`src/sv/stepper_ramp_pulse_generator_defines.svh`:
```
// Assertion macros for the stepper ramp pulse generator.
// Needs nothing else; included by the files that carry assertions.
`ifndef STEPPER_RAMP_PULSE_GENERATOR_DEFINES_SVH
`define STEPPER_RAMP_PULSE_GENERATOR_DEFINES_SVH

// Same-cycle implication, disabled while reset is asserted.
`define SRPG_ASSERT_NOW(lbl, clk, rstn, ante, cons, msg) \
  lbl: assert property (@(posedge clk) disable iff (!(rstn)) (ante) |-> (cons)) \
    else $error(msg);

// Next-cycle implication, disabled while reset is asserted.
`define SRPG_ASSERT_NEXT(lbl, clk, rstn, ante, cons, msg) \
  lbl: assert property (@(posedge clk) disable iff (!(rstn)) (ante) |=> (cons)) \
    else $error(msg);

`endif

```
`src/sv/srpg_pkg.sv`:
```
// Shared types, widths and constants of the stepper ramp pulse generator.
// Depends on nothing; every module of the block imports it.
package srpg_pkg;

  localparam int unsigned ANGLE_W    = 24;
  localparam int unsigned STEPS_W    = 26;
  localparam int unsigned HP_W       = 9;
  localparam int unsigned SPD_W      = 10;
  localparam int unsigned FHP_W      = 8;
  localparam int unsigned RAMP_W     = 10;
  localparam int unsigned CFG_DATA_W = 10;
  localparam int unsigned CFG_IDX_W  = 2;

  localparam int unsigned ANGLE_FRAC_BITS_DEF = 8;

  localparam logic [SPD_W-1:0]  SPD_RESET  = SPD_W'(200);
  localparam logic [FHP_W-1:0]  FHP_RESET  = FHP_W'(100);
  localparam logic [RAMP_W-1:0] RAMP_RESET = RAMP_W'(50);

  // Input command codes.
  localparam logic CMD_TICK = 1'b0;
  localparam logic CMD_MOVE = 1'b1;

  // Configuration register indexes.
  localparam logic [CFG_IDX_W-1:0] CFG_IDX_STEPS_PER_DEG = 2'd0;
  localparam logic [CFG_IDX_W-1:0] CFG_IDX_FAST_HALF     = 2'd1;
  localparam logic [CFG_IDX_W-1:0] CFG_IDX_RAMP_STEPS    = 2'd2;

  typedef struct packed {
    logic [SPD_W-1:0]  steps_per_degree;
    logic [FHP_W-1:0]  fast_half_period;
    logic [RAMP_W-1:0] ramp_steps;
  } srpg_cfg_t;

  typedef struct packed {
    logic step_pin;
    logic dir_pin;
    logic busy_res;
    logic move_ignored;
  } srpg_res_t;

endpackage

```
`src/sv/srpg_cfg.sv`:
```
// Configuration register bank of the stepper ramp pulse generator.
// Depends on srpg_pkg.
module srpg_cfg (
  input  logic                               clk_i,
  input  logic                               rst_ni,
  input  logic                               cfg_we_i,
  input  logic [srpg_pkg::CFG_IDX_W-1:0]     cfg_idx_i,
  input  logic [srpg_pkg::CFG_DATA_W-1:0]    cfg_data_i,
  output srpg_pkg::srpg_cfg_t                cfg_o
);
  import srpg_pkg::*;

  srpg_cfg_t cfg_q, cfg_d;

  always_comb begin
    cfg_d = cfg_q;
    if (cfg_we_i) begin
      case (cfg_idx_i)
        CFG_IDX_STEPS_PER_DEG: cfg_d.steps_per_degree = cfg_data_i[SPD_W-1:0];
        CFG_IDX_FAST_HALF:     cfg_d.fast_half_period = cfg_data_i[FHP_W-1:0];
        CFG_IDX_RAMP_STEPS:    cfg_d.ramp_steps       = cfg_data_i[RAMP_W-1:0];
        default:               cfg_d = cfg_q;
      endcase
    end
  end

  always_ff @(posedge clk_i or negedge rst_ni) begin
    if (!rst_ni) begin
      cfg_q.steps_per_degree <= SPD_RESET;
      cfg_q.fast_half_period <= FHP_RESET;
      cfg_q.ramp_steps       <= RAMP_RESET;
    end else begin
      cfg_q <= cfg_d;
    end
  end

  assign cfg_o = cfg_q;

endmodule

```
`src/sv/srpg_step_calc.sv`:
```
// Converts a target angle into direction and saturated step count.
// Depends on srpg_pkg.
module srpg_step_calc #(
  parameter int unsigned ANGLE_FRAC_BITS = srpg_pkg::ANGLE_FRAC_BITS_DEF
) (
  input  logic signed [srpg_pkg::ANGLE_W-1:0] target_i,
  input  logic signed [srpg_pkg::ANGLE_W-1:0] present_i,
  input  logic [srpg_pkg::SPD_W-1:0]          steps_per_degree_i,
  output logic                                dir_o,
  output logic [srpg_pkg::STEPS_W-1:0]        steps_o
);
  import srpg_pkg::*;

  localparam int unsigned PROD_W = ANGLE_W + SPD_W;

  logic signed [ANGLE_W:0] delta;
  logic [ANGLE_W:0]        neg_delta;
  logic [ANGLE_W-1:0]      mag;
  logic [PROD_W-1:0]       prod;
  logic [PROD_W-1:0]       scaled;

  // The difference of two 24-bit angles needs 25 bits; its magnitude fits 24.
  assign delta     = {target_i[ANGLE_W-1], target_i} - {present_i[ANGLE_W-1], present_i};
  assign neg_delta = ~delta + 1'b1;
  assign mag       = delta[ANGLE_W] ? neg_delta[ANGLE_W-1:0] : delta[ANGLE_W-1:0];
  assign prod      = PROD_W'(mag) * PROD_W'(steps_per_degree_i);
  assign scaled    = prod >> ANGLE_FRAC_BITS;

  assign dir_o   = ~delta[ANGLE_W];
  assign steps_o = (|scaled[PROD_W-1:STEPS_W]) ? {STEPS_W{1'b1}} : scaled[STEPS_W-1:0];

endmodule

```
`src/sv/srpg_core.sv`:
```
// Move and pulse-timing state of the stepper ramp pulse generator.
// Depends on srpg_pkg; takes the step count from srpg_step_calc.
module srpg_core (
  input  logic                                clk_i,
  input  logic                                rst_ni,
  input  logic                                accept_i,
  input  logic                                cmd_i,
  input  logic signed [srpg_pkg::ANGLE_W-1:0] target_i,
  input  srpg_pkg::srpg_cfg_t                 cfg_i,
  input  logic                                calc_dir_i,
  input  logic [srpg_pkg::STEPS_W-1:0]        calc_steps_i,
  output logic signed [srpg_pkg::ANGLE_W-1:0] present_o,
  output srpg_pkg::srpg_res_t                 res_o
);
  import srpg_pkg::*;

  logic signed [ANGLE_W-1:0] present_q, present_d;
  logic [STEPS_W-1:0]        total_q, total_d;
  logic [STEPS_W-1:0]        index_q, index_d;
  logic [HP_W-1:0]           half_q, half_d;
  logic [HP_W-1:0]           tick_q, tick_d;
  logic                      phase_q, phase_d;
  logic                      dir_q, dir_d;
  logic                      moving_q, moving_d;
  logic                      ignored;

  logic [HP_W-1:0]    len;
  logic [HP_W-1:0]    tick_inc;
  logic [STEPS_W-1:0] index_inc;

  // Half period adjustment applied at the start of each step.
  function automatic logic [HP_W-1:0] ramp_adj(input logic [STEPS_W-1:0] idx,
                                               input logic [STEPS_W-1:0] total,
                                               input logic [HP_W-1:0]    hp,
                                               input srpg_cfg_t          c);
    logic [HP_W-1:0]           slow;
    logic [HP_W-1:0]           h;
    logic signed [STEPS_W:0]   lim;
    slow = {c.fast_half_period, 1'b0};
    h    = hp;
    if (idx < {{(STEPS_W-RAMP_W){1'b0}}, c.ramp_steps} && h > {1'b0, c.fast_half_period})
      h = h - 1'b1;
    lim = $signed({1'b0, total}) - $signed({{(STEPS_W+1-RAMP_W){1'b0}}, c.ramp_steps});
    if ($signed({1'b0, idx}) > lim && h < slow)
      h = h + 1'b1;
    return h;
  endfunction

  assign len       = (half_q == '0) ? HP_W'(1) : half_q;
  assign tick_inc  = tick_q + 1'b1;
  assign index_inc = index_q + 1'b1;

  always_comb begin
    present_d = present_q;
    total_d   = total_q;
    index_d   = index_q;
    half_d    = half_q;
    tick_d    = tick_q;
    phase_d   = phase_q;
    dir_d     = dir_q;
    moving_d  = moving_q;
    ignored   = 1'b0;
    if (cmd_i == CMD_MOVE) begin
      if (moving_q) begin
        ignored = 1'b1;
      end else begin
        dir_d     = calc_dir_i;
        total_d   = calc_steps_i;
        present_d = target_i;
        index_d   = '0;
        tick_d    = '0;
        half_d    = {cfg_i.fast_half_period, 1'b0};
        if (calc_steps_i != '0) begin
          half_d   = ramp_adj('0, calc_steps_i, {cfg_i.fast_half_period, 1'b0}, cfg_i);
          phase_d  = 1'b1;
          moving_d = 1'b1;
        end else begin
          phase_d = 1'b0;
        end
      end
    end else if (moving_q) begin
      tick_d = tick_inc;
      if (tick_inc >= len) begin
        tick_d = '0;
        if (phase_q) begin
          phase_d = 1'b0;
        end else begin
          index_d = index_inc;
          if (index_inc >= total_q) begin
            moving_d = 1'b0;
          end else begin
            half_d  = ramp_adj(index_inc, total_q, half_q, cfg_i);
            phase_d = 1'b1;
          end
        end
      end
    end
  end

  always_ff @(posedge clk_i or negedge rst_ni) begin
    if (!rst_ni) begin
      present_q <= '0;
      total_q   <= '0;
      index_q   <= '0;
      half_q    <= '0;
      tick_q    <= '0;
      phase_q   <= 1'b0;
      dir_q     <= 1'b0;
      moving_q  <= 1'b0;
    end else if (accept_i) begin
      present_q <= present_d;
      total_q   <= total_d;
      index_q   <= index_d;
      half_q    <= half_d;
      tick_q    <= tick_d;
      phase_q   <= phase_d;
      dir_q     <= dir_d;
      moving_q  <= moving_d;
    end
  end

  assign present_o          = present_q;
  assign res_o.step_pin     = phase_d;
  assign res_o.dir_pin      = dir_d;
  assign res_o.busy_res     = moving_d;
  assign res_o.move_ignored = ignored;

endmodule

```
`src/sv/srpg_out_reg.sv`:
```
// Result register of the stepper ramp pulse generator with valid/stall control.
// Depends on srpg_pkg.
module srpg_out_reg (
  input  logic                clk_i,
  input  logic                rst_ni,
  input  logic                load_i,
  input  srpg_pkg::srpg_res_t res_i,
  input  logic                out_stall_i,
  output logic                out_valid_o,
  output logic                full_stall_o,
  output srpg_pkg::srpg_res_t res_o
);
  import srpg_pkg::*;

  logic      valid_q, valid_d;
  srpg_res_t res_q;

  // Upstream may transfer whenever the held result leaves or there is none.
  assign full_stall_o = valid_q & out_stall_i;
  assign valid_d      = load_i | (valid_q & out_stall_i);

  always_ff @(posedge clk_i or negedge rst_ni) begin
    if (!rst_ni) begin
      valid_q <= 1'b0;
    end else begin
      valid_q <= valid_d;
    end
  end

  always_ff @(posedge clk_i) begin
    if (load_i) begin
      res_q <= res_i;
    end
  end

  assign out_valid_o = valid_q;
  assign res_o       = res_q;

endmodule

```
`src/sv/stepper_ramp_pulse_generator.sv`:
```
// Stepper ramp pulse generator: one registered result per item. Throughput is
// one item per cycle unless stalled; the core state and the result register
// both update at the input transfer, and a new item is taken while the output
// register drains. Reset (rst_ni low, asynchronous) clears all motion state,
// empties the result register and loads the register defaults 200, 100, 50.
`include "stepper_ramp_pulse_generator_defines.svh"

module stepper_ramp_pulse_generator #(
  parameter int unsigned ANGLE_FRAC_BITS = srpg_pkg::ANGLE_FRAC_BITS_DEF
) (
  input  logic                                clk_i,
  input  logic                                rst_ni,
  // Configuration write port.
  input  logic                                cfg_we_i,
  input  logic [srpg_pkg::CFG_IDX_W-1:0]      cfg_idx_i,
  input  logic [srpg_pkg::CFG_DATA_W-1:0]     cfg_data_i,
  // Input channel.
  input  logic                                in_valid_i,
  output logic                                in_stall_o,
  input  logic                                cmd_i,
  input  logic signed [srpg_pkg::ANGLE_W-1:0] target_angle_i,
  // Output channel.
  output logic                                out_valid_o,
  input  logic                                out_stall_i,
  output logic                                step_pin_o,
  output logic                                dir_pin_o,
  output logic                                busy_res_o,
  output logic                                move_ignored_o
);
  import srpg_pkg::*;

  srpg_cfg_t                 cfg;
  srpg_res_t                 res_next;
  srpg_res_t                 res_held;
  logic signed [ANGLE_W-1:0] present;
  logic                      calc_dir;
  logic [STEPS_W-1:0]        calc_steps;
  logic                      in_xfer;

  // An input transfer happens whenever the result register can take the
  // result in the same edge, so the core and the output always move together.
  assign in_xfer = in_valid_i & ~in_stall_o;

  srpg_cfg u_cfg (
    .clk_i      (clk_i),
    .rst_ni     (rst_ni),
    .cfg_we_i   (cfg_we_i),
    .cfg_idx_i  (cfg_idx_i),
    .cfg_data_i (cfg_data_i),
    .cfg_o      (cfg)
  );

  // Angle difference, magnitude and step count for a move request; the
  // single 24 by 10 bit multiply sits here.
  srpg_step_calc #(
    .ANGLE_FRAC_BITS (ANGLE_FRAC_BITS)
  ) u_step_calc (
    .target_i           (target_angle_i),
    .present_i          (present),
    .steps_per_degree_i (cfg.steps_per_degree),
    .dir_o              (calc_dir),
    .steps_o            (calc_steps)
  );

  // The core holds the present angle, step counters, half period and pulse
  // phase. Its result is the state after the update of the transferred item.
  srpg_core u_core (
    .clk_i        (clk_i),
    .rst_ni       (rst_ni),
    .accept_i     (in_xfer),
    .cmd_i        (cmd_i),
    .target_i     (target_angle_i),
    .cfg_i        (cfg),
    .calc_dir_i   (calc_dir),
    .calc_steps_i (calc_steps),
    .present_o    (present),
    .res_o        (res_next)
  );

  srpg_out_reg u_out_reg (
    .clk_i        (clk_i),
    .rst_ni       (rst_ni),
    .load_i       (in_xfer),
    .res_i        (res_next),
    .out_stall_i  (out_stall_i),
    .out_valid_o  (out_valid_o),
    .full_stall_o (in_stall_o),
    .res_o        (res_held)
  );

  assign step_pin_o     = res_held.step_pin;
  assign dir_pin_o      = res_held.dir_pin;
  assign busy_res_o     = res_held.busy_res;
  assign move_ignored_o = res_held.move_ignored;

  // A dropped move can only be reported while a move is running.
  `SRPG_ASSERT_NOW(a_ignored_busy, clk_i, rst_ni, out_valid_o && move_ignored_o, busy_res_o, "move dropped while idle")
  // The step pin is never high outside a move.
  `SRPG_ASSERT_NOW(a_step_busy, clk_i, rst_ni, out_valid_o && step_pin_o, busy_res_o, "step pin high while idle")
  // The input is held off only by a full, stalled result register.
  `SRPG_ASSERT_NOW(a_stall_full, clk_i, rst_ni, in_stall_o, out_valid_o, "input stalled with empty output")
  // Every input transfer leaves a result waiting in the next cycle.
  `SRPG_ASSERT_NEXT(a_xfer_result, clk_i, rst_ni, in_valid_i && !in_stall_o, out_valid_o, "transfer lost its result")

endmodule
```
`config.mk`:
```
export PLATFORM = sky130hd
export DESIGN_NAME = stepper_ramp_pulse_generator
export DESIGN_NICKNAME = d
export VERILOG_FILES = /design/src/sv/srpg_pkg.sv /design/src/sv/srpg_cfg.sv /design/src/sv/srpg_step_calc.sv /design/src/sv/srpg_core.sv /design/src/sv/srpg_out_reg.sv /design/src/sv/stepper_ramp_pulse_generator.sv
export VERILOG_INCLUDE_DIRS = /design/src /design/src/sv
export SDC_FILE = /design/constraint.sdc
export NUM_CORES = 1
export LEC_CHECK = 0
export BUFFER_PORTS_ARGS = -buffer_cell sky130_fd_sc_hd__buf_2
export CAP_MARGIN = 20
export CORE_ASPECT_RATIO = 0.8
export CORE_UTILIZATION = 40
export CTS_BUF_LIST = sky130_fd_sc_hd__clkbuf_8
export CTS_CLUSTER_SIZE = 14
export DETAILED_ROUTE_END_ITERATION = 12
export MAX_ROUTING_LAYER = met4
export PLACE_DENSITY_LB_ADDON = 0.05
export SLEW_MARGIN = 20
export SYNTH_ARGS = -nofsm -noshare
export SYNTH_HDL_FRONTEND = slang
export SYNTH_SLANG_ARGS = --single-unit
```
`constraint.sdc`:
```
create_clock -name clk_i -period 19.07 [get_ports clk_i]
set_input_delay 1.907 -clock clk_i [delete_from_list [all_inputs] [get_ports clk_i]]
set_output_delay 1.907 -clock clk_i [all_outputs]
set_load 0.02 [all_outputs]
```
==> results of run 1 <==
-- sequential cells by signal, summed over array words and instances, names as in the netlist, 4 cells and up --
register	flops
u_cfg.cfg_o	28
u_core.half_q	9
u_core.index_q	26
u_core.present_o	24
u_core.tick_q	9
u_core.total_q	26
u_out_reg.res_o	4
-- synth_stat cells (7+ instances only) --
master and n:
a21boi_0 7, and3_1 22, mux2_2 67, dfstp_2 9, o21bai_1 9, nor2b_1 43
clkbuf_1 66, a32o_1 8, xnor2_1 96, xor2_1 35, o31a_1 7, nor4_1 32
nor3b_1 8, o31ai_1 19, dfrtp_1 117, o21ai_1 21, or3_1 13, mux2i_1 19
nand2b_1 28, nand3_1 42, inv_1 273, a21oi_1 92, ha_1 226, and2_1 122
o211ai_1 22, o21a_1 23, buf_2 11, nand4_1 41, a31oi_1 13, a21o_1 48
nand2_1 245, o21ai_0 77, and4_1 13, o2111ai_1 7, nor3_1 55, or4_1 11
nand3b_1 15, a211oi_1 14, fa_1 176, a2111oi_0 10, nor2_1 97
-- worst paths after layout --
| kind | end | slack (ns) | cells past startpoint |
|---|---|---|---|
| setup / recovery | u_core.moving_q$_DFFE_PN0P_ | 5.23 | 36 |
| hold / removal | u_core.present_o[0]$_DFFE_PN0P_ | 0.50 | 2 |
| setup reg to reg | u_core.moving_q$_DFFE_PN0P_ | 6.30 | 36 |
| hold reg to reg | u_core.present_o[0]$_DFFE_PN0P_ | 0.50 | 2 |
| max in group asynchronous | u_core.half_q[3]$_DFFE_PN0P_ | 16.43 | 2 |
| min in group asynchronous | u_core.index_q[20]$_DFFE_PN0P_ | 1.41 | 1 |
-- cell type report --
| type | instances | share of cell area (%) |
|---|---|---|
| multi-input cells | 1889 | 72.6 |
| well taps | 675 | 3.85 |
| flip-flops and latches | 130 | 15.0 |
| clock buffers | 18 | 1.13 |
| clock inverters | 14 | 0.765 |
| inverters | 274 | 4.69 |
| repair buffers | 72 | 1.96 |
-- through the flow --
step / hold slack, ns / instance area (sq um) / utilization [%] / setup slack, ns / instances
3_5_place_dp: 0.480 / 21500 / 42.9 / 4.80 / 3040
3_3_place_gp: 0.478 / 21500 / 42.9 / 5.16 / 3040
6_report: 0.496 / 21900 / 43.7 / 5.23 / 3072
5_1_grt: 0.527 / 21900 / 43.7 / 4.39 / 3072
2_1_floorplan: 0.454 / 20500 / - / 6.91 / 2373
4_1_cts: 0.499 / 21900 / 43.7 / 5.42 / 3072
-- logic make-up (layout without fill, tap and decap cells) --
group / after synthesis / count (layout) / share of synthesized area [%]
adders and majority gates: 402 / 402 / 30.9
xor gates and xnor gates: 131 / 131 / 5.59
and+or+nand+nor: 822 / 822 / 21.3
DFF: 130 / 130 / 16.0
buffers and inverters: 354 / 378 / 6.58
muxes: 86 / 86 / 4.60
AOI/OAI and AO/OA: 448 / 448 / 15.0
-- routing by layer --
metal	share of wire [%]	vias up	global-route usage, %
met1	51	8670	37.0
met2	41	387	35.6
met4	1.2	0	5.15
met3	6.6	41	6.28
met5	0	-	-
li1	-	8249	-
-- worst max-delay path: cells and delay by family --
kind                     cells  cell delay [ns]
adder cells (fa/ha/maj)      7             3.35
buffers and inverters        4             0.26
XOR/XNOR                     2             1.04
AND/OR/NAND/NOR             13             5.10
multiplexers                 1             0.26
AO/OA/AOI/OAI                9             2.34
==> results.toml, run 1 <==
[critical_path]
endpoint_kind = "flip-flop"
slowest_delay_ns = 0.88
start_kind = "input pin"
rr_startpoint = "u_core.present_o[1]$_DFFE_PN0P_"
worstPathRequired_ns = 19.50
worstSetupPathType = "in -> reg"
crit_top_cell = "fa_1"
worstSetupStartpoint = "target_angle_i[1]"
slowest_stage = "nor4_2"
arrival_ns = 14.27
crit_fanout = 14

[routing]
drc = 0
vias = 17300
wl_mm = 62.8
wl_per_cell_um = 20.5
ant_nets = 0
drt-pass1-iter-count = 5
drtIter0Drc = 1109
viasPerCell = 5.65

[timing]
setup_viol = 0
max-slew-margin-rel_pct = 26.7
fmax_mhz = 72.3
worstMarginPinSlew_ns = 1.10
slew_violations = 0
period_needed_ns = 13.84
hold_violations = 0
period_share_pct = 72.6
skew_ns = 0.0240
finalSetupTns_ns = 0
grt_setup_unrepaired = "false"

[synthesis]
netlist_area_sq_um = 20500
yosysWarnings = 0
ys_types = 91
ys_ff_latch = 130
synth_edf_count = 4
netlist.area_leader.share_pct = 17.2
ys.flop_type = "dfrtp_1"
syn_inst = 2373
async_reset_ff_share_pct = 96.9
ys_seq_area_share_pct = 16.0
postSynthNetCount = 2817
syn_area_per_cell_sq_um = 8.65
synth_largest_area_cell = "fa_1"
synthTopCellsByArea = "fa_1 17%, dfrtp_1 14%, ha_1 14%"

[floorplan]
top_level_ports = 48
dieArea_sq_um = 52200
core_sq_um = 50100
floorplan.initialDensity_pct = 40.9
dieWidth_um = 255
rows = 73
chipHeight_um = 205

[global_routing]
grt_pass1_vias = 16800
antenna_found_initial = 0
grt_pass1_wl_mm = 98.6
track_usage_pct = 25.6
grt_overflow = 0
grt_max_degree = 74

[flow_run]
cap_violations = 0

[clocking]
root_buffer = "clkbuf_8"
cts_tree = "built"
cts_setup_buffers = 0
cts_buffers = 17
clkSlewWorstSetupHoldPaths_ns = 0.08
ctsHoldBuffers = 0
cts_buffer_depth = 2
cts_max_level = 4
clkLatencyLatePin_ns = 0.56
cts_resized = 0
cts_sinks = 130

[final_layout]
fillers = 5067
layout_common_cells = "276 x inv_1, 245 x nand2_1, 226 x ha_1"
n_antenna_cell = 0
area_delta_synth_final_pct = 6.79
ff_latch_area_sq_um = 3280
final_common_cell = "inv_1"
fin_nets = 2828
drive_gt1_share_pct = 8.84
multi_input_area_sq_um = 15900

[min_path]
hp-start = "u_core.present_o[0]$_DFFE_PN0P_"
hp-class = "reg -> reg"

[placement]
place.gp.congestion = 0.977
hpwl_mm = 50.8
io_buffers = 47

[outcome]
status = "finished, final reports clean"
Power of run 1 is not shown: default switching activity piles up to over one toggle a cycle in this logic, so the estimate is an artifact.
==> run 2, diff against run 1 <==
clock period = 11.3 ns   (was 19.07 ns; I/O delays follow)
==> results.toml, run 2 (same netlist as run 1, synthesis figures left out) <==
[outcome]
status = "finished, final reports clean"

[routing]
top_layer_used = "met4"
wl_per_cell_um = 19.6
wl_met3_mm = 3.81
drt-pass1-iter-count = 5
drtIter0Drc = 1277
wl_mm = 64.5
m1WireLength_mm = 34.0
dr_wl_met2_mm = 26.0
ant_nets = 0
drc = 0
viasPerCell = 5.50
vias = 18100

[timing]
max-slew-margin-rel_pct = 29.4
period_share_pct = 96.2
setup_viol = 0
hold_violations = 0
worstMarginPinSlew_ns = 1.06
skew_ns = 0.0115
fmax_mhz = 92.0
period_needed_ns = 10.87
hold_ws_ns = 0.496
slew_violations = 0

[flow_run]
cap_violations = 0

[critical_path]
slowest_delay_ns = 0.63
arrival_ns = 11.30
rr_startpoint = "u_core.present_o[1]$_DFFE_PN0P_"
crit_fanout = 6
crit_top_cell = "fa_1"
worstPathRequired_ns = 11.73
endpoint_kind = "flip-flop"
slowest_stage = "or4_4"
worstSetupPathType = "in -> reg"
worstSetupStartpoint = "target_angle_i[1]"
start_kind = "input pin"

[placement]
place.gp.congestion = 0.973
hpwl_mm = 53.0
io_buffers = 47

[floorplan]
dieArea_sq_um = 52200
dieWidth_um = 255
top_level_ports = 48
core_sq_um = 50100
rows = 73
floorplan.initialDensity_pct = 40.9
chipHeight_um = 205

[final_layout]
area_delta_synth_final_pct = 16.5
layout_common_cells = "275 x inv_1, 245 x nand2_1, 237 x buf_4"
fillers = 4886
final_common_cell = "inv_1"
drive_gt1_share_pct = 17.3
largest_reg_flops = 28
fin_nets = 3048

[global_routing]
grt_max_degree = 73
grt_pass1_wl_mm = 103
track_usage_pct = 26.5
antenna_found_initial = 1
grt_overflow = 0
grt_pass1_vias = 17800

[clocking]
ctsHoldBuffers = 0
cts_buffer_depth = 2
root_buffer = "clkbuf_8"
cts_buffers = 17
cts_max_level = 4
cts_sinks = 130
cts_tree = "built"
clkLatencyLatePin_ns = 0.54
clkSlewWorstSetupHoldPaths_ns = 0.08

[min_path]
hp-class = "reg -> reg"
hp-start = "u_core.present_o[0]$_DFFE_PN0P_"
==> run 2: cell types whose count changed in the layout (fill, tap and decap cells not counted), moves of 3 or more <==
cell	previous run	this run
o21ai_1	21	25
o21ai_0	77	73
buf_12	0	7
a21oi_1	92	89
xnor2_2	1	6
clkinv_4	4	0
a21oi_2	0	3
buf_4	25	237
bufinv_16	3	6
xnor2_1	95	91
==> run 2: timing repair <==
action / in CTS / in global routing
gates resized for setup: 0 / 30
endpoints found under the setup margin: 0 / 13
setup buffers: 0 / 5
==> run 2: per-layer routing <==
layer | GRT usage, % | vias to the layer above
li1 | - | 8687
met1 | 40.3 | 8959
met2 | 36.2 | 406
met3 | 4.85 | 44
met4 | 5.07 | 0
met5 | - | -
==> run 2: final cells by class <==
type	count	area, sq um	share of cell area [%]
antenna	1	2.50	0.0105
clock buffer	20	275	1.15
clock inverter	12	213	0.890
inverter	274	1030	4.30
multi-input combinational	1890	16100	67.3
sequential	130	3280	13.7
tap	675	845	3.53
timing repair buffer	291	2160	9.04
==> run 2: worst paths after layout <==
path	slack, ns	depth (start not counted)	end
max in group asynchronous	9.43	2	u_cfg.cfg_o[11]$_DFFE_PN0P_
min reg2reg	0.50	2	u_core.present_o[0]$_DFFE_PN0P_
max	0.43	37	u_core.half_q[4]$_DFFE_PN0P_
max reg2reg	0.73	37	u_core.half_q[4]$_DFFE_PN0P_
min	0.50	2	u_core.present_o[0]$_DFFE_PN0P_
min in group asynchronous	0.61	1	u_core.index_q[25]$_DFFE_PN0P_
==> run 2: critical path, delay by kind of cell <==
kind,cells,cell delay [ns]
adders and majority gates,7,3.27
muxes,2,0.46
xor gates and xnor gates,2,0.39
AOI/OAI and AO/OA,9,2.14
and+or+nand+nor,13,3.63
buffers and inverters,4,0.28
==> run 2: metrics by stage <==
stage,utilization [%],instances,setup slack [ns],area [sq um],TNS [ns]
after floorplan,-,2373,0.0396,20600,0
after CTS,47.3,3286,0.258,23700,0
after global placement,46.3,3254,-0.145,23200,-0.324
final,47.7,3293,0.427,23900,0
after detailed placement,46.3,3254,-0.327,23200,-1.21
after global routing,47.7,3292,-0.00335,23900,-0.0105
Power of run 2 is left out for the same reason.
==> run 3, diff against run 2 <==
BUFFER_PORTS_ARGS = unset   (was -buffer_cell sky130_fd_sc_hd__buf_2)
DONT_BUFFER_PORTS = 1   (was unset)
==> results.toml, run 3 (same netlist as run 1, synthesis figures left out) <==
[critical_path]
slowest_stage = "or4b_1"
r2r_cells = 37
worstSetupPathType = "in -> reg"
slowest_delay_ns = 0.59
worstSetupStartpoint = "target_angle_i[0]"
rr_startpoint = "u_core.present_o[1]$_DFFE_PN0P_"
cpLargestDelayFamily = "simple AND/OR/NAND/NOR gates"
crit_top_cell = "fa_1"
crit_fanout = 5
path_buf_inv = 9
endpoint_kind = "flip-flop"
rrSetupSlack_ns = 0.67
worstPathRequired_ns = 11.71
arrival_ns = 11.21
reg2reg_to = "u_core.half_q[4]$_DFFE_PN0P_"
start_kind = "input pin"

[placement]
hpwl_mm = 52.5
io_buffers = 0
place.gp.congestion = 0.943
dp_slack_ns = -0.311
place_area_sq_um = 22700

[routing]
drt-pass1-iter-count = 5
wl_mm = 64.2
drc = 0
wl_per_cell_um = 20.0
ant_nets = 0
vias = 17700
drtIter0Drc = 1287
viasPerCell = 5.52

[timing]
skew_ns = 0.0204
worstMarginPinSlew_ns = 1.05
layout_setup_ws_ns = 0.500
setup_viol = 0
finalSetupTns_ns = 0
hold_violations = 0
period_needed_ns = 10.80
max-slew-margin-rel_pct = 29.8
slew_violations = 0
hold_ws_ns = 0.281
period_share_pct = 95.6
fmax_mhz = 92.6

[clocking]
cts_max_level = 4
cts_sinks = 130
cts_buffers = 17
cts_buffer_depth = 2
clkLatencyLatePin_ns = 0.54
root_buffer = "clkbuf_8"
clkSlewWorstSetupHoldPaths_ns = 0.09
cts_tree = "built"
ctsHoldBuffers = 0

[final_layout]
layout_common_cells = "275 x inv_1, 245 x nand2_1, 226 x ha_1"
largest_reg_flops = 28
fin_nets = 2970
area_delta_synth_final_pct = 13.3
drive_gt1_share_pct = 14.8
final_common_cell = "inv_1"
fin_area_sq_um = 23300
n_antenna_cell = 0

[outcome]
status = "finished, final reports clean"

[floorplan]
floorplan.initialDensity_pct = 40.9
dieArea_sq_um = 52200
top_level_ports = 48
dieWidth_um = 255
core_sq_um = 50100
rows = 73
chipHeight_um = 205

[global_routing]
grt_pass1_vias = 17300
antenna_found_initial = 0
grt_pass1_wl_mm = 102
grt_overflow = 0
grt_max_degree = 127
track_usage_pct = 26.2

[min_path]
hp-class = "in -> async"

[flow_run]
cap_violations = 0
## run 3: how the worst max path moves through the flow
stage                                   endpoint  slack, ns  cells after the start
floorplan           u_core.half_q[7]$_DFFE_PN0P_       0.04                     43
global placement    u_core.half_q[4]$_DFFE_PN0P_      -0.16                     39
detailed placement  u_core.half_q[7]$_DFFE_PN0P_      -0.31                     44
CTS                 u_core.half_q[7]$_DFFE_PN0P_       0.27                     44
global route         u_core.moving_q$_DFFE_PN0P_      -0.03                     42
finish              u_core.half_q[4]$_DFFE_PN0P_       0.50                     42
## run 3: layout make-up
class,count,area (sq um)
fillers,4927,26900
multi-input cells,1889,16100
flip-flops and latches,130,3280
repair buffers,214,1660
inverters,274,1030
well taps,675,845
clock buffers,17,234
clock inverters,15,120
## run 3: repair_timing
item                                    CTS  global route
setup buffers                             0             9
gates resized for setup                   0            29
endpoints found under the setup margin    0            13
## run 3: metal layers
metal / global-route usage, % / routed length, um / share of wire (%)
met1: 40.2 / 34000 / 53
met2: 36.1 / 26400 / 41
met3: 3.95 / 3190 / 5.0
met4: 4.28 / 570 / 0.89
met5: - / 0 / 0
## run 3: stage by stage
stage | utilization (%) | std cells
after floorplan | - | 2373
after global placement | 45.2 | 3173
after detailed placement | 45.2 | 3173
after CTS | 45.9 | 3205
after global routing | 46.4 | 3214
final | 46.4 | 3214
## run 3: worst reg2reg max path: cells and delay by family (launching register included)
family | cells | cell delay (ns)
AND/OR/NAND/NOR | 13 | 4.04
adder cells (fa/ha/maj) | 7 | 3.20
AO/OA/AOI/OAI | 9 | 1.90
XOR/XNOR | 2 | 0.41
flip-flops | 1 | 0.39
buffers and inverters | 5 | 0.39
multiplexers | 1 | 0.21
Power of run 3 is left out for the same reason.
